--- config.mk ---
export PLATFORM = sky130hd
export DESIGN_NAME = ber_tlv_stream_parser_top
export DESIGN_NICKNAME = d
export VERILOG_FILES = /design/src/btlv_pkg.sv /design/src/ber_tlv_stream_parser_top.sv /design/src/btlv_front.sv /design/src/btlv_back.sv
export SDC_FILE = /design/constraint.sdc
export NUM_CORES = 1
export LEC_CHECK = 0
export ABC_AREA = 1
export BUFFER_PORTS_ARGS = -buffer_cell sky130_fd_sc_hd__buf_4
export CAP_MARGIN = 10
export CORE_MARGIN = 2
export CORE_UTILIZATION = 30
export DETAILED_ROUTE_END_ITERATION = 7
export PLACE_DENSITY = 0.53
export SLEW_MARGIN = 30
export SYNTH_ARGS = -nofsm -noshare
export SYNTH_HDL_FRONTEND = slang
export SYNTH_SLANG_ARGS = --single-unit
--- constraint.sdc ---
create_clock -name clk -period 14.8 [get_ports clk]
set_input_delay 2.22 -clock clk [delete_from_list [all_inputs] [get_ports clk]]
set_output_delay 2.22 -clock clk [all_outputs]
set_load 0.05 [all_outputs]
--- src/btlv_pkg.sv ---
// Shared types, codes and default sizes for the BER-TLV stream parser.
`timescale 1ns / 1ps
`default_nettype none

package btlv_pkg;

  // Default sizes handed to the top-level parameters.
  localparam int DEF_MAX_DEPTH    = 8;
  localparam int DEF_TAG_BYTES    = 4;
  localparam int DEF_LEN_BYTES    = 4;
  localparam int DEF_BUFFER_BYTES = 65536;

  // Depth of the byte queue between the front and back parts (power of two).
  localparam int QUEUE_DEPTH = 4;

  // Width of the buffer length field on the input channel.
  localparam int TL_W = 16;

  // Low five bits of a first tag byte that announce a multi-byte tag.
  localparam logic [4:0] TAG_LOW_ALL = 5'h1F;

  // Result kinds.
  localparam logic [1:0] KIND_HEADER  = 2'd0;
  localparam logic [1:0] KIND_CONTENT = 2'd1;
  localparam logic [1:0] KIND_ERROR   = 2'd2;

  // Error codes.
  localparam logic [1:0] ERR_NONE    = 2'd0;
  localparam logic [1:0] ERR_INDEF   = 2'd1;
  localparam logic [1:0] ERR_LONG    = 2'd2;
  localparam logic [1:0] ERR_OVERRUN = 2'd3;

  // One classified byte as it travels through the queue.
  typedef struct packed {
    logic [7:0] data_byte;
    logic       first;
    logic       tag_ext;
    logic       zero_byte;
  } btlv_item_t;

endpackage

`default_nettype wire

--- src/ber_tlv_stream_parser_top.sv ---
// Top level of the BER-TLV stream parser: byte queue front part and parsing back part.
//
// Usage: bytes of a BER-TLV buffer arrive on the input channel (in_valid/in_stall),
// one per transaction; first marks the opening byte of a buffer and carries its
// total_length. Results leave on the output channel (out_valid/out_stall): an element
// header record, a content byte of a primitive element, or a single error record,
// with at most one result per input byte. base_level is written through cfg_we and
// cfg_wdata only while the block is idle; the user must keep to this, as the block
// itself does not enforce it. Each byte passes the byte queue and the parsing state
// machine, and its result is held in the result register. Throughput: one byte per
// cycle unless the receiver stalls; every step, including the closing of several
// nested containers at once, is done in a single pass of the parsing state machine.
// A four-entry byte queue sits between input and parser, and a result register at the
// output, so the input keeps accepting while a result waits to be taken.
// Reset (rst, synchronous) empties the queue, returns the parser to waiting for a
// buffer and clears base_level to 0. While the receiver stalls, the result register
// holds its transaction, the parser stops, and in_stall rises once the queue is full.
`timescale 1ns / 1ps
`default_nettype none

module ber_tlv_stream_parser_top import btlv_pkg::*; #(
  parameter int MAX_DEPTH    = DEF_MAX_DEPTH,
  parameter int TAG_BYTES    = DEF_TAG_BYTES,
  parameter int LEN_BYTES    = DEF_LEN_BYTES,
  parameter int BUFFER_BYTES = DEF_BUFFER_BYTES
) (
  input  wire logic            clk,
  input  wire logic            rst,
  input  wire logic            cfg_we,
  input  wire logic [7:0]      cfg_wdata,
  input  wire logic            in_valid,
  output logic                 in_stall,
  input  wire logic [7:0]      data_byte,
  input  wire logic            first,
  input  wire logic [TL_W-1:0] total_length,
  output logic                 out_valid,
  input  wire logic            out_stall,
  output logic [1:0]           kind,
  output logic [31:0]          tag_value,
  output logic [2:0]           tag_bytes,
  output logic [31:0]          content_length,
  output logic [7:0]           nest_level,
  output logic                 constructed,
  output logic                 outermost,
  output logic [7:0]           content_byte,
  output logic [1:0]           error_code
);

  localparam int BUF_W = $clog2(BUFFER_BYTES+1);

  logic             q_valid;
  btlv_item_t       q_item;
  logic [BUF_W-1:0] q_buf_len;
  logic             q_take;

  btlv_front #(
    .BUFFER_BYTES (BUFFER_BYTES)
  ) u_front (
    .clk          (clk),
    .rst          (rst),
    .in_valid     (in_valid),
    .in_stall     (in_stall),
    .data_byte    (data_byte),
    .first        (first),
    .total_length (total_length),
    .q_valid      (q_valid),
    .q_item       (q_item),
    .q_buf_len    (q_buf_len),
    .q_take       (q_take)
  );

  btlv_back #(
    .MAX_DEPTH    (MAX_DEPTH),
    .TAG_BYTES    (TAG_BYTES),
    .LEN_BYTES    (LEN_BYTES),
    .BUFFER_BYTES (BUFFER_BYTES)
  ) u_back (
    .clk            (clk),
    .rst            (rst),
    .cfg_we         (cfg_we),
    .cfg_wdata      (cfg_wdata),
    .q_valid        (q_valid),
    .q_item         (q_item),
    .q_buf_len      (q_buf_len),
    .q_take         (q_take),
    .out_valid      (out_valid),
    .out_stall      (out_stall),
    .kind           (kind),
    .tag_value      (tag_value),
    .tag_bytes      (tag_bytes),
    .content_length (content_length),
    .nest_level     (nest_level),
    .constructed    (constructed),
    .outermost      (outermost),
    .content_byte   (content_byte),
    .error_code     (error_code)
  );

endmodule

`default_nettype wire

--- src/btlv_front.sv ---
// Front part: accepts bytes, classifies them and queues them for the parser.
`timescale 1ns / 1ps
`default_nettype none

module btlv_front import btlv_pkg::*; #(
  parameter int BUFFER_BYTES = DEF_BUFFER_BYTES
) (
  input  wire logic                 clk,
  input  wire logic                 rst,
  input  wire logic                 in_valid,
  output logic                      in_stall,
  input  wire logic [7:0]           data_byte,
  input  wire logic                 first,
  input  wire logic [TL_W-1:0]      total_length,
  output logic                      q_valid,
  output btlv_item_t                q_item,
  output logic [$clog2(BUFFER_BYTES+1)-1:0] q_buf_len,
  input  wire logic                 q_take
);

  localparam int BUF_W = $clog2(BUFFER_BYTES+1);
  localparam int Q_AW  = $clog2(QUEUE_DEPTH);
  localparam int Q_CW  = $clog2(QUEUE_DEPTH+1);

  btlv_item_t       item_mem [QUEUE_DEPTH];
  logic [BUF_W-1:0] len_mem  [QUEUE_DEPTH];
  logic [Q_AW-1:0]  wr_ptr;
  logic [Q_AW-1:0]  rd_ptr;
  logic [Q_CW-1:0]  count;

  btlv_item_t       item_in;
  logic [BUF_W-1:0] buf_len_in;
  logic [TL_W:0]    tl_ext;
  logic             push;

  // Classify the incoming byte and clamp the buffer length.
  always_comb begin
    item_in.data_byte = data_byte;
    item_in.first     = first;
    item_in.tag_ext   = (data_byte[4:0] == TAG_LOW_ALL);
    item_in.zero_byte = (data_byte == 8'd0);
    tl_ext            = {1'b0, total_length};
    if (tl_ext > (TL_W+1)'(BUFFER_BYTES)) begin
      buf_len_in = BUF_W'(BUFFER_BYTES);
    end else begin
      buf_len_in = BUF_W'(tl_ext);
    end
  end

  assign in_stall  = (count == Q_CW'(QUEUE_DEPTH));
  assign push      = in_valid && !in_stall;
  assign q_valid   = (count != '0);
  assign q_item    = item_mem[rd_ptr];
  assign q_buf_len = len_mem[rd_ptr];

  // Queue pointers and storage.
  always_ff @(posedge clk) begin
    if (rst) begin
      wr_ptr <= '0;
      rd_ptr <= '0;
      count  <= '0;
    end else begin
      if (push) begin
        item_mem[wr_ptr] <= item_in;
        len_mem[wr_ptr]  <= buf_len_in;
        wr_ptr           <= wr_ptr + 1'b1;
      end
      if (q_take) begin
        rd_ptr <= rd_ptr + 1'b1;
      end
      case ({push, q_take})
        2'b10:   count <= count + 1'b1;
        2'b01:   count <= count - 1'b1;
        default: count <= count;
      endcase
    end
  end

  // The queue never holds more than its depth.
  a_count_bound: assert property (@(posedge clk) disable iff (rst)
    count <= Q_CW'(QUEUE_DEPTH))
    else $error("queue count exceeds its depth");

  // The parser only takes a byte that is present.
  a_no_underflow: assert property (@(posedge clk) disable iff (rst)
    q_take |-> (count != '0))
    else $error("parser took a byte from an empty queue");

endmodule

`default_nettype wire

--- src/btlv_back.sv ---
// Back part: BER-TLV parsing state machine, container stack and result register.
`timescale 1ns / 1ps
`default_nettype none

module btlv_back import btlv_pkg::*; #(
  parameter int MAX_DEPTH    = DEF_MAX_DEPTH,
  parameter int TAG_BYTES    = DEF_TAG_BYTES,
  parameter int LEN_BYTES    = DEF_LEN_BYTES,
  parameter int BUFFER_BYTES = DEF_BUFFER_BYTES
) (
  input  wire logic                 clk,
  input  wire logic                 rst,
  input  wire logic                 cfg_we,
  input  wire logic [7:0]           cfg_wdata,
  input  wire logic                 q_valid,
  input  wire btlv_item_t           q_item,
  input  wire logic [$clog2(BUFFER_BYTES+1)-1:0] q_buf_len,
  output logic                      q_take,
  output logic                      out_valid,
  input  wire logic                 out_stall,
  output logic [1:0]                kind,
  output logic [31:0]               tag_value,
  output logic [2:0]                tag_bytes,
  output logic [31:0]               content_length,
  output logic [7:0]                nest_level,
  output logic                      constructed,
  output logic                      outermost,
  output logic [7:0]                content_byte,
  output logic [1:0]                error_code
);

  localparam int BUF_W = $clog2(BUFFER_BYTES+1);
  localparam int DEP_W = $clog2(MAX_DEPTH+1);
  localparam int IDX_W = $clog2(MAX_DEPTH);
  localparam int CNT_W = $clog2(TAG_BYTES+1);
  localparam int LL_W  = $clog2(LEN_BYTES+1);

  typedef enum logic [2:0] {
    PH_IDLE,
    PH_TAG_MORE,
    PH_LEN_FIRST,
    PH_LEN_MORE,
    PH_CONTENT,
    PH_SKIP_LEN,
    PH_DONE
  } phase_t;

  // Parser state.
  phase_t           phase, phase_next;
  logic [31:0]      tag_shift, tag_shift_next;
  logic [CNT_W-1:0] tag_count, tag_count_next;
  logic [31:0]      length_accum, length_accum_next;
  logic [LL_W-1:0]  len_left, len_left_next;
  logic [DEP_W-1:0] depth, depth_next;
  logic [BUF_W-1:0] buf_rem, buf_rem_next;
  logic [31:0]      content_rem, content_rem_next;
  logic             err_latched, err_latched_next;
  logic             lead_cons, lead_cons_next;
  logic [7:0]       base_level;

  // Bytes left in each open container, with a zero flag per entry.
  logic [31:0]          stack [MAX_DEPTH];
  logic [MAX_DEPTH-1:0] zflag;

  // Values as seen by the current byte (a first byte clears the parser).
  logic [7:0]       b;
  logic             adv;
  phase_t           ph_e;
  logic [DEP_W-1:0] dep_e;
  logic             err_e;
  logic [BUF_W-1:0] buf_e;
  logic [IDX_W-1:0] top_idx;
  logic [IDX_W-1:0] push_idx;
  logic [31:0]      top;
  logic             in_container;
  logic             take_fail;
  logic [6:0]       n_len;
  logic [31:0]      fin_len;
  logic             room_over;
  logic [31:0]      top_sub;
  logic             depth_full;
  logic [9:0]       level_sum;
  logic [7:0]       level;
  logic [DEP_W-1:0] below_depth;

  // Stack write controls and the next result.
  logic        top_we;
  logic [31:0] top_wdata;
  logic        push_we;
  logic        res_valid;
  logic [1:0]  res_kind;
  logic [31:0] res_tag;
  logic [2:0]  res_tag_bytes;
  logic [31:0] res_len;
  logic [7:0]  res_level;
  logic        res_cons;
  logic        res_outer;
  logic [7:0]  res_byte;
  logic [1:0]  res_err;

  assign b      = q_item.data_byte;
  assign adv    = q_valid && (!out_valid || !out_stall);
  assign q_take = adv;

  // Effective state, container top and the header checks shared by all phases.
  always_comb begin
    ph_e         = q_item.first ? PH_IDLE : phase;
    dep_e        = q_item.first ? '0 : depth;
    err_e        = q_item.first ? 1'b0 : err_latched;
    buf_e        = q_item.first ? q_buf_len : buf_rem;
    top_idx      = IDX_W'(dep_e - 1'b1);
    push_idx     = dep_e[IDX_W-1:0];
    top          = stack[top_idx];
    in_container = (dep_e != '0);
    take_fail    = in_container && (top == 32'd0);
    n_len        = b[6:0];
    if (ph_e == PH_LEN_MORE) begin
      fin_len = {length_accum[23:0], b};
    end else if (b[7]) begin
      fin_len = 32'd0;
    end else begin
      fin_len = {24'd0, b};
    end
    // The header byte is already counted, so room is one less than stored.
    if (in_container) begin
      room_over = (fin_len >= top);
    end else begin
      room_over = (fin_len >= 32'(buf_e));
    end
    top_sub    = top + ~fin_len;
    depth_full = (dep_e >= DEP_W'(MAX_DEPTH));
    level_sum  = 10'(base_level) + 10'd1 + 10'(dep_e);
    level      = (level_sum > 10'd255) ? 8'hFF : level_sum[7:0];
  end

  // Deepest enclosing container below the top that still has bytes left.
  always_comb begin
    below_depth = '0;
    for (int i = 0; i < MAX_DEPTH; i++) begin
      if ((DEP_W'(i + 1) < dep_e) && !zflag[i]) begin
        below_depth = DEP_W'(i + 1);
      end
    end
  end

  // Per-byte parsing step.
  always_comb begin
    logic             do_finish;
    logic             do_unwind;
    logic             unw_top_zero;
    logic             do_error;
    logic [1:0]       err_sel;
    logic [DEP_W-1:0] unw_dep;

    do_finish    = 1'b0;
    do_unwind    = 1'b0;
    unw_top_zero = 1'b0;
    do_error     = 1'b0;
    err_sel      = ERR_NONE;
    unw_dep      = dep_e;

    phase_next        = phase;
    tag_shift_next    = tag_shift;
    tag_count_next    = tag_count;
    length_accum_next = length_accum;
    len_left_next     = len_left;
    depth_next        = depth;
    buf_rem_next      = buf_rem;
    content_rem_next  = content_rem;
    err_latched_next  = err_latched;
    lead_cons_next    = lead_cons;

    top_we    = 1'b0;
    top_wdata = top - 1'b1;
    push_we   = 1'b0;

    res_valid     = 1'b0;
    res_kind      = KIND_HEADER;
    res_tag       = 32'd0;
    res_tag_bytes = 3'd0;
    res_len       = 32'd0;
    res_level     = 8'd0;
    res_cons      = 1'b0;
    res_outer     = 1'b0;
    res_byte      = 8'd0;
    res_err       = ERR_NONE;

    if (adv) begin
      if (q_item.first) begin
        phase_next       = PH_IDLE;
        depth_next       = '0;
        err_latched_next = 1'b0;
        buf_rem_next     = buf_e;
      end
      if (!err_e && (buf_e != '0) && (ph_e != PH_DONE)) begin
        buf_rem_next = buf_e - 1'b1;
        case (ph_e)
          PH_IDLE: begin
            if (in_container && (top < 32'd2)) begin
              // Short tail: the container closes.
              top_we       = 1'b1;
              top_wdata    = 32'd0;
              do_unwind    = 1'b1;
              unw_top_zero = 1'b1;
            end else begin
              top_we            = in_container;
              lead_cons_next    = b[5];
              tag_shift_next    = {24'd0, b};
              tag_count_next    = CNT_W'(1);
              length_accum_next = 32'd0;
              if (in_container && q_item.zero_byte) begin
                phase_next = PH_SKIP_LEN;
              end else if (q_item.tag_ext) begin
                phase_next = PH_TAG_MORE;
              end else begin
                phase_next = PH_LEN_FIRST;
              end
            end
          end
          PH_TAG_MORE: begin
            if (take_fail) begin
              do_error = 1'b1;
              err_sel  = ERR_OVERRUN;
            end else if (tag_count >= CNT_W'(TAG_BYTES)) begin
              do_error = 1'b1;
              err_sel  = ERR_LONG;
            end else begin
              top_we         = in_container;
              tag_shift_next = {tag_shift[23:0], b};
              tag_count_next = tag_count + 1'b1;
              if (!b[7]) begin
                phase_next = PH_LEN_FIRST;
              end
            end
          end
          PH_LEN_FIRST: begin
            if (take_fail) begin
              do_error = 1'b1;
              err_sel  = ERR_OVERRUN;
            end else if (b[7] && !in_container && (n_len == 7'd0)) begin
              do_error = 1'b1;
              err_sel  = ERR_INDEF;
            end else if (b[7] && (n_len > 7'(LEN_BYTES))) begin
              do_error = 1'b1;
              err_sel  = ERR_LONG;
            end else begin
              top_we            = in_container;
              length_accum_next = fin_len;
              if (b[7] && (n_len != 7'd0)) begin
                len_left_next = LL_W'(n_len);
                phase_next    = PH_LEN_MORE;
              end else begin
                do_finish = 1'b1;
              end
            end
          end
          PH_LEN_MORE: begin
            if (take_fail) begin
              do_error = 1'b1;
              err_sel  = ERR_OVERRUN;
            end else begin
              top_we            = in_container;
              length_accum_next = fin_len;
              len_left_next     = len_left - 1'b1;
              if (len_left == LL_W'(1)) begin
                do_finish = 1'b1;
              end
            end
          end
          PH_CONTENT: begin
            res_valid        = 1'b1;
            res_kind         = KIND_CONTENT;
            res_byte         = b;
            content_rem_next = content_rem - 1'b1;
            if (content_rem == 32'd1) begin
              if (!in_container) begin
                phase_next = PH_DONE;
              end else begin
                do_unwind    = 1'b1;
                unw_top_zero = zflag[top_idx];
              end
            end
          end
          PH_SKIP_LEN: begin
            if (take_fail) begin
              do_error = 1'b1;
              err_sel  = ERR_OVERRUN;
            end else begin
              top_we       = 1'b1;
              do_unwind    = 1'b1;
              unw_top_zero = (top == 32'd1);
            end
          end
          default: begin
            phase_next = PH_DONE;
          end
        endcase

        // Complete header: check room and depth, emit the record.
        if (do_finish) begin
          if (room_over || (lead_cons && (fin_len != 32'd0) && depth_full)) begin
            do_error = 1'b1;
            err_sel  = ERR_OVERRUN;
          end else begin
            res_valid     = 1'b1;
            res_kind      = KIND_HEADER;
            res_tag       = tag_shift;
            res_tag_bytes = (int'(tag_count) > 7) ? 3'd7 : 3'(tag_count);
            res_len       = fin_len;
            res_level     = level;
            res_cons      = lead_cons;
            res_outer     = !in_container;
            if (in_container) begin
              top_we    = 1'b1;
              top_wdata = top_sub;
            end
            if (fin_len == 32'd0) begin
              if (!in_container) begin
                phase_next = PH_DONE;
              end else begin
                do_unwind    = 1'b1;
                unw_top_zero = (top == 32'd1);
              end
            end else if (lead_cons) begin
              push_we    = 1'b1;
              depth_next = dep_e + 1'b1;
              phase_next = PH_IDLE;
            end else begin
              content_rem_next = fin_len;
              phase_next       = PH_CONTENT;
            end
          end
        end

        if (do_error) begin
          res_valid        = 1'b1;
          res_kind         = KIND_ERROR;
          res_err          = err_sel;
          err_latched_next = 1'b1;
          top_we           = 1'b0;
          push_we          = 1'b0;
          do_unwind        = 1'b0;
        end

        // Close every exhausted container; the buffer ends with the last one.
        if (do_unwind) begin
          unw_dep    = unw_top_zero ? below_depth : dep_e;
          depth_next = unw_dep;
          phase_next = (unw_dep == '0) ? PH_DONE : PH_IDLE;
        end
      end
    end
  end

  // State, stack and result register.
  always_ff @(posedge clk) begin
    if (rst) begin
      phase        <= PH_IDLE;
      tag_shift    <= 32'd0;
      tag_count    <= '0;
      length_accum <= 32'd0;
      len_left     <= '0;
      depth        <= '0;
      buf_rem      <= '0;
      content_rem  <= 32'd0;
      err_latched  <= 1'b0;
      lead_cons    <= 1'b0;
      base_level   <= 8'd0;
      zflag        <= '0;
      out_valid    <= 1'b0;
    end else begin
      phase        <= phase_next;
      tag_shift    <= tag_shift_next;
      tag_count    <= tag_count_next;
      length_accum <= length_accum_next;
      len_left     <= len_left_next;
      depth        <= depth_next;
      buf_rem      <= buf_rem_next;
      content_rem  <= content_rem_next;
      err_latched  <= err_latched_next;
      lead_cons    <= lead_cons_next;
      if (cfg_we) begin
        base_level <= cfg_wdata;
      end
      if (top_we) begin
        stack[top_idx] <= top_wdata;
        zflag[top_idx] <= (top_wdata == 32'd0);
      end
      if (push_we) begin
        stack[push_idx] <= fin_len;
        zflag[push_idx] <= 1'b0;
      end
      if (adv) begin
        out_valid <= res_valid;
      end else if (!out_stall) begin
        out_valid <= 1'b0;
      end
      if (adv && res_valid) begin
        kind           <= res_kind;
        tag_value      <= res_tag;
        tag_bytes      <= res_tag_bytes;
        content_length <= res_len;
        nest_level     <= res_level;
        constructed    <= res_cons;
        outermost      <= res_outer;
        content_byte   <= res_byte;
        error_code     <= res_err;
      end
    end
  end

  // The stack never holds more open containers than it has entries.
  a_depth_bound: assert property (@(posedge clk) disable iff (rst)
    depth <= DEP_W'(MAX_DEPTH))
    else $error("container depth exceeds the stack size");

  // A finished buffer has no open container left.
  a_done_empty: assert property (@(posedge clk) disable iff (rst)
    (phase == PH_DONE) |-> (depth == '0))
    else $error("buffer finished with containers still open");

  // Content bytes are only expected while some remain.
  a_content_left: assert property (@(posedge clk) disable iff (rst)
    (phase == PH_CONTENT) |-> (content_rem != 32'd0))
    else $error("content phase with no bytes remaining");

endmodule

`default_nettype wire

== Yosys cells after proc, flatten, opt, wreduce, memory -nomap -nowiden ==
Memory sizes are Yosys's and may differ from the RTL's. A register that Yosys moved wholly into a read port is not among the register bits.
Cells that the tools add are included.
Storage, ports and cells
  RAM bits: 368
  input bits: 38
  register bits after elaboration: 233
  memories kept: 3
  logic and storage cells: 350
Memory list
  u_back.stack: depth 8, width 32, read ports 1, clocked after memory_dff 0, wr ports 2, line btlv_back.sv:62  | logic [31:0] stack [MAX_DEPTH];
  u_front.len_mem: depth 4, width 17, read ports 1, clocked after memory_dff 1, wr ports 1, line btlv_front.sv:26  | logic [BUF_W-1:0] len_mem [QUEUE_DEPTH];
  u_front.item_mem: depth 4, width 11, read ports 1, clocked after memory_dff 1, wr ports 1, line btlv_front.sv:25  | btlv_item_t item_mem [QUEUE_DEPTH];
Cells by class
  reduce and logical (&&, ||, !) cells: 68
  bitwise logic cells: 8
  muxes and demuxes: 189
  $add $sub $neg: 14
  magnitude comparators: 20
  equality and inequality tests: 22
Operator list (number)
  $mux W32: 16
  $mux W24: 5
  $logic_not A32 Y1: 3
  $mux W3: 32
  $mux W1: 85
  $pmux W24 S3: 1
  $mux W17: 4
  $eq A32 B1 Y1 const B: 2
  $pmux W32 S2: 1
  $sub A32 B1 Y32 const B: 2
  $mux W4: 9
  $mux W2: 17
  $add A32 B32 Y32: 1
  $ge A32 B17 Y1: 1
  $ge A32 B32 Y1: 1
  $lt A32 B2 Y1 const B: 1
  $mux W8: 4
  $not A32 Y32: 1
  $reduce_bool A32 Y1: 1
  $logic_and A1 B1 Y1: 24
  $pmux W3 S2: 3
  $gt A16 B17 Y1 const B: 1
  $reduce_bool A17 Y1: 1
  $sub A17 B1 Y17 const B: 1
  other kinds (55): 104

== Logic depth before layout (Yosys ltp) ==
  word-level depth: 20
  gate-level depth with buffers: 37

== Modules after synthesis ==
Synthesis repeated with hierarchy kept, for this count alone.
Second synthesis, totals
  cell total of the unflattened synthesis: 4075
  area total of the unflattened synthesis: 33150.5 µm²
By module, submodules not included
  btlv_back: cells an instance 3737, instances 1, area an instance 28573.7 µm²
  btlv_front: cells an instance 338, instances 1, area an instance 4576.9 µm²

== Worst setup path after synthesis ==
Ideal clock, no wire load.
  path type: register to register
  start point: reg (tool-made name)
  end point: reg u_back.constructed, enable pin
  path slack: 7067 ps
  period minus slack after synthesis: 7733 ps
  required time: 14263 ps
  cell stages (with the launch flop): 27
  buffers on the path: 3
  library setup time: 537 ps
  arrival: 7196 ps
  path through: dfxtp_1 -> buf_6 -> nand2_1 -> nand3_2 -> nand2_4 -> buf_6 -> nand3_2 -> buf_2 -> nand2_1 -> inv_1 -> nor2_1 -> clkinv_1 -> ha_1 -> fa_1 -> o21ai_0 -> a21oi_1 -> o21ai_0 -> nand2_1 -> nand3_1 -> nand2_1 -> nand2_1 -> nor2_4 -> nor2_1 -> nor3b_2 -> inv_1 -> o31ai_1 -> nor2_1
RTL lines
  end signal, assigned: line btlv_back.sv:404  | constructed <= res_cons;
  end, declared: line btlv_back.sv:26  | output logic constructed,

==> summary.md <==
| Metric | Value |
|---|---|
| Number of nets with antenna violations after routing | `0` |
| Hold wc startpoint | `u_back.length_accum[16]$_SDFFE_PP0P_` |
| Die extent in y | `around 340 um` |
| Peak VDD IR | `0.0000985 V` |
| Met1 Usage GRT | `between 20% and 30%` |
| Leading cell type in the layout, fill and taps excluded | `sky130_fd_sc_hd__nand2_1` |
| Count of endpoints failing hold in the final timing report | `0` |
| Met3 GRT Util | `under 10%` |
| Cell family with most CP delay | `simple AND/OR/NAND/NOR gates` |
| Worst Hold Depth | `2` |
| Worst path buffer plus inverter count | `8` |
| End of the worst register-to-register path | `u_back.stack[2][20]$_DFFE_PP_` |
| FILL cells | `~12000` |
| Flop pwr share | `between 20 and 30%` |
| Endpoint kind of the worst setup timing path | `flop` |
| Via total after detailed routing | `approximately 28000` |
| Clock network power share | `between 20% and 30%` |
| Total area of multi-input combinational cells | `14300 um2` |
| Max frequency | `approximately 0.11 GHz` |
| Number of search-and-repair iterations in the first detailed-routing pass | `6` |
| Commonest cells after routing, fill and taps aside | `sky130_fd_sc_hd__nand2_1 (1018), sky130_fd_sc_hd__edfxtp_1 (453), sky130_fd_sc_hd__nor2_1 (406), sky130_fd_sc_hd__inv_1 (362), sky130_fd_sc_hd__o21ai_0 (311)` |
| Share of the synthesized area in compound gates (AO/OA/AOI/OAI) | `between 10% and 20%` |
| Number of port buffers | `around 130` |
| Placement row count | `between 100 and 150` |
| Critical Path Source Type | `flop` |
| Core occupancy in the finished layout | `34.3%` |
| Setup bufs post-CTS | `0` |
| CTS Hold Bufs | `0` |
| Levels on crit path | `30` |
| Initial core utilization | `30.2%` |
| Clock slew seen by the registers of the worst setup and hold paths | `0.06 ns` |
| PwrDens | `between 200 and 250 nW/um2` |
| Final setup vio count | `0` |
| Max FO, Critical Path | `65` |
| Avg WL per Cell | `just over 20 um` |
| Met2 routing resource usage after global routing | `between 30% and 40%` |
| H-tree levels | `3` |
| Worst slew margin | `between 30% and 40%` |
| Final critical delay including setup and external delays | `approximately 9.3 ns` |
| Final number of max-transition violations | `0` |
| Combinational power share | `49.7%` |
| Result of the run | `finished clean` |
| Area overhead of the layout relative to synthesis | `13.8%` |
| HPWL Detailed | `slightly below 80000 um` |
| Xor/xnor cell area share of the yosys netlist | `2.29%` |
| Violation count after the first detailed-route iteration | `between 2000 and 3000` |
| Wire length of the first global-routing pass | `172000 um` |
| Insertion delay of the later-clocked pin in the worst-skew pair | `between 0.6 and 0.7 ns` |
| Internal portion of total power | `around 4.4 mW` |
| Hold Path Sink | `u_back.length_accum[16]$_SDFFE_PP0P_` |
| Cell count after synthesis | `about 4000` |
| Synth Warn # | `0` |
| Proportion of synthesized area in mux cells | `0.0602%` |
| Type of the worst min-delay path | `flop to flop` |
| Area enclosed by the die boundary | `about 110000 um2` |
| Number of synthesized flops with an enable pin | `about 450` |
| Cell at the root of the clock tree | `sky130_fd_sc_hd__clkbuf_16` |
| Largest buffer count on any clock path | `3` |
| R2R cell count | `30` |
| Number of antenna violations at the first check in global routing | `1` |
| Arithmetic-cell share of the synthesized area counting full adders, half adders and majority gates | `3.83%` |
| Clock tree from TritonCTS | `done` |
| Core box area | `110000 um2` |
| Number of remaining DRC errors | `0` |
| TritonCTS buffer count | `71` |
| Largest net degree at the start of global routing | `78` |
| Fraction of the cycle the final worst path needs | `a little over three fifths` |
| Post-layout nets | `between 4000 and 5000` |
| Sequential-to-total area share from yosys stat | `49.7%` |
| Summed negative setup slack over all endpoints | `0 ns` |
| Power consumption | `~8 mW` |
| Final routed wirelength across all metal layers | `115000 um` |
| Static leakage power | `15.2 nW` |
| Share of cells above drive strength 1 | `about 10%` |
| Switching share of power | `45.7%` |
| Net Sw Power | `3.69 mW` |
| Critical path data arrival time | `around 9.6 ns` |
| Most common cell type on the critical path | `sky130_fd_sc_hd__nand2_1` |
| Register-to-register setup slack | `about 5.5 ns` |
| Routability-driven placement congestion ratio | `0.909` |
| Number of global-route vias before repair | `around 27000` |
| Library cell contributing the largest single delay on the critical path | `sky130_fd_sc_hd__nand2_2` |
| Fraction of the mapped netlist area in simple logic gates | `between 20% and 30%` |
| Measured slew at the worst slew-check pin | `a little over 0.9 ns` |
| Number of nets produced by synthesis | `between 4000 and 5000` |
| Fraction of registers with async set or reset after synthesis | `0%` |
| Number of resized instances in the post-cts repair step | `0` |
| Busiest layer in global routing | `met2` |
| Area used by sequential logic in the layout | `16500 um2` |
| Max-cap viol count | `0` |
| Residual overflow from global routing | `0` |
| Dominant combinational cell family by area after synthesis | `simple AND/OR/NAND/NOR gates` |
| Per-instance average area after synthesis | `just over 8 um2` |
| Data required time at the worst endpoint | `15.06 ns` |
| Worst clock skew | `roughly 0.026 ns` |
| Number of clock sinks | `roughly 600` |
| Setup repair after global routing missed its margin | `no` |
| Path type of the worst setup path | `flop to flop` |
| Die X | `~340 um` |
| Number of distinct library cells after synthesis | `56` |
| Slowest Stage Delay on Critical Path | `~0.80 ns` |
| Seq cells post-synth | `approximately 600` |
| Ports | `129` |
| Global-route usage over all layers | `20.0%` |
| Vias per cell | `around 5.0` |
| Prevailing post-synth register cell | `sky130_fd_sc_hd__edfxtp_1` |
| Netlist area before placement | `~33000 um2` |
## sequential cells by signal (all words and copies together) (netlist names), 17 cells and up, named ones only
register,flops
u_back.length_accum,24
u_front.item_mem,44
u_back.tag_shift,32
u_back.tag_value,32
u_back.content_rem,32
u_back.stack,256
u_front.len_mem,64
u_back.buf_rem,17
u_back.content_length,32
## worst min-delay path: stages, from the launching register on
cell	delay, ns
sky130_fd_sc_hd__dfxtp_1	0.30
sky130_fd_sc_hd__inv_1	0.06
sky130_fd_sc_hd__a21oi_1	0.05
## power groups by stage
stage / logic (mW) / clock network (mW) / registers [mW]
floorplan: 2.80 / 0 / 2.35
global placement: 3.93 / 0 / 2.32
detailed placement: 3.95 / 0 / 2.32
CTS: 3.97 / 1.80 / 2.29
global route: 4.50 / 1.86 / 2.31
finish: 4.02 / 1.77 / 2.29
## cells in the mapped netlist (10+ instances only)
cell type,instances,share of area (%)
sky130_fd_sc_hd__buf_1,22,0.25
sky130_fd_sc_hd__nand2_2,30,0.56
sky130_fd_sc_hd__nor2_2,17,0.32
sky130_fd_sc_hd__o21ai_0,318,4.8
sky130_fd_sc_hd__a211oi_1,38,0.86
sky130_fd_sc_hd__o22ai_1,20,0.38
sky130_fd_sc_hd__clkinv_1,16,0.18
sky130_fd_sc_hd__buf_2,68,1.0
sky130_fd_sc_hd__nand4_1,76,1.4
sky130_fd_sc_hd__xnor2_1,15,0.40
sky130_fd_sc_hd__a31oi_1,21,0.40
sky130_fd_sc_hd__nor2_1,414,4.7
sky130_fd_sc_hd__nor3_1,41,0.62
sky130_fd_sc_hd__clkbuf_1,88,0.99
sky130_fd_sc_hd__nand3_2,12,0.36
sky130_fd_sc_hd__inv_1,363,4.1
sky130_fd_sc_hd__nor4_1,12,0.23
sky130_fd_sc_hd__o21ai_1,136,2.0
sky130_fd_sc_hd__a21oi_2,10,0.26
sky130_fd_sc_hd__nand2_1,1020,12
sky130_fd_sc_hd__a21oi_1,267,4.0
sky130_fd_sc_hd__ha_1,97,3.7
sky130_fd_sc_hd__or2_2,12,0.23
sky130_fd_sc_hd__inv_2,20,0.23
sky130_fd_sc_hd__edfxtp_1,453,41
sky130_fd_sc_hd__xor2_1,72,1.9
sky130_fd_sc_hd__nand3_1,124,1.9
sky130_fd_sc_hd__buf_6,24,0.81
sky130_fd_sc_hd__dfxtp_1,146,8.8
## area by class of cell
type                            instances  share of cell area, %
Tap cell                             1488                   4.92
Timing Repair Buffer                  176                   3.49
Multi-Input combinational cell       2826                   37.8
Clock buffer                           96                   5.30
Sequential cell                       599                   43.7
Antenna cell                            1                0.00661
Inverter                              399                   3.96
Clock inverter                         33                  0.853
## through the flow
stage	setup WS (ns)	hold slack, ns	cells	instance area [um2]
after floorplan	7.07	0.430	4031	33200
after global placement	5.47	0.441	5488	35500
after detailed placement	5.63	0.446	5488	35500
after CTS	5.59	0.455	5617	37800
after global routing	4.92	0.470	5617	37800
final	5.50	0.453	5618	37800
## logic make-up after synthesis
| group | after synthesis |
|---|---|
| simple gates | 1787 |
| mux | 2 |
| compound gates | 850 |
| buf+inv | 606 |
| flops | 599 |
| fa+ha+maj | 100 |
| xor+xnor | 87 |
## routing by layer
layer | wire length, um | up-vias
met5 | 8 | -
met4 | 3250 | 2
met3 | 7040 | 166
met2 | 54600 | 889
met1 | 50400 | 13500
li1 | - | 13600
## how the worst max path moves through the flow
stage                     slack, ns                          endpoint  start
after floorplan                7.07  u_back.constructed$_SDFFCE_PP0P_   flop
after global placement         5.47     u_back.stack[0][28]$_DFFE_PP_   flop
after detailed placement       5.63     u_back.stack[2][28]$_DFFE_PP_   flop
after CTS                      5.59     u_back.stack[2][24]$_DFFE_PP_   flop
after global routing           4.92     u_back.stack[0][26]$_DFFE_PP_   flop
final                          5.50     u_back.stack[2][20]$_DFFE_PP_   flop
(Power assumes the default switching activity.)
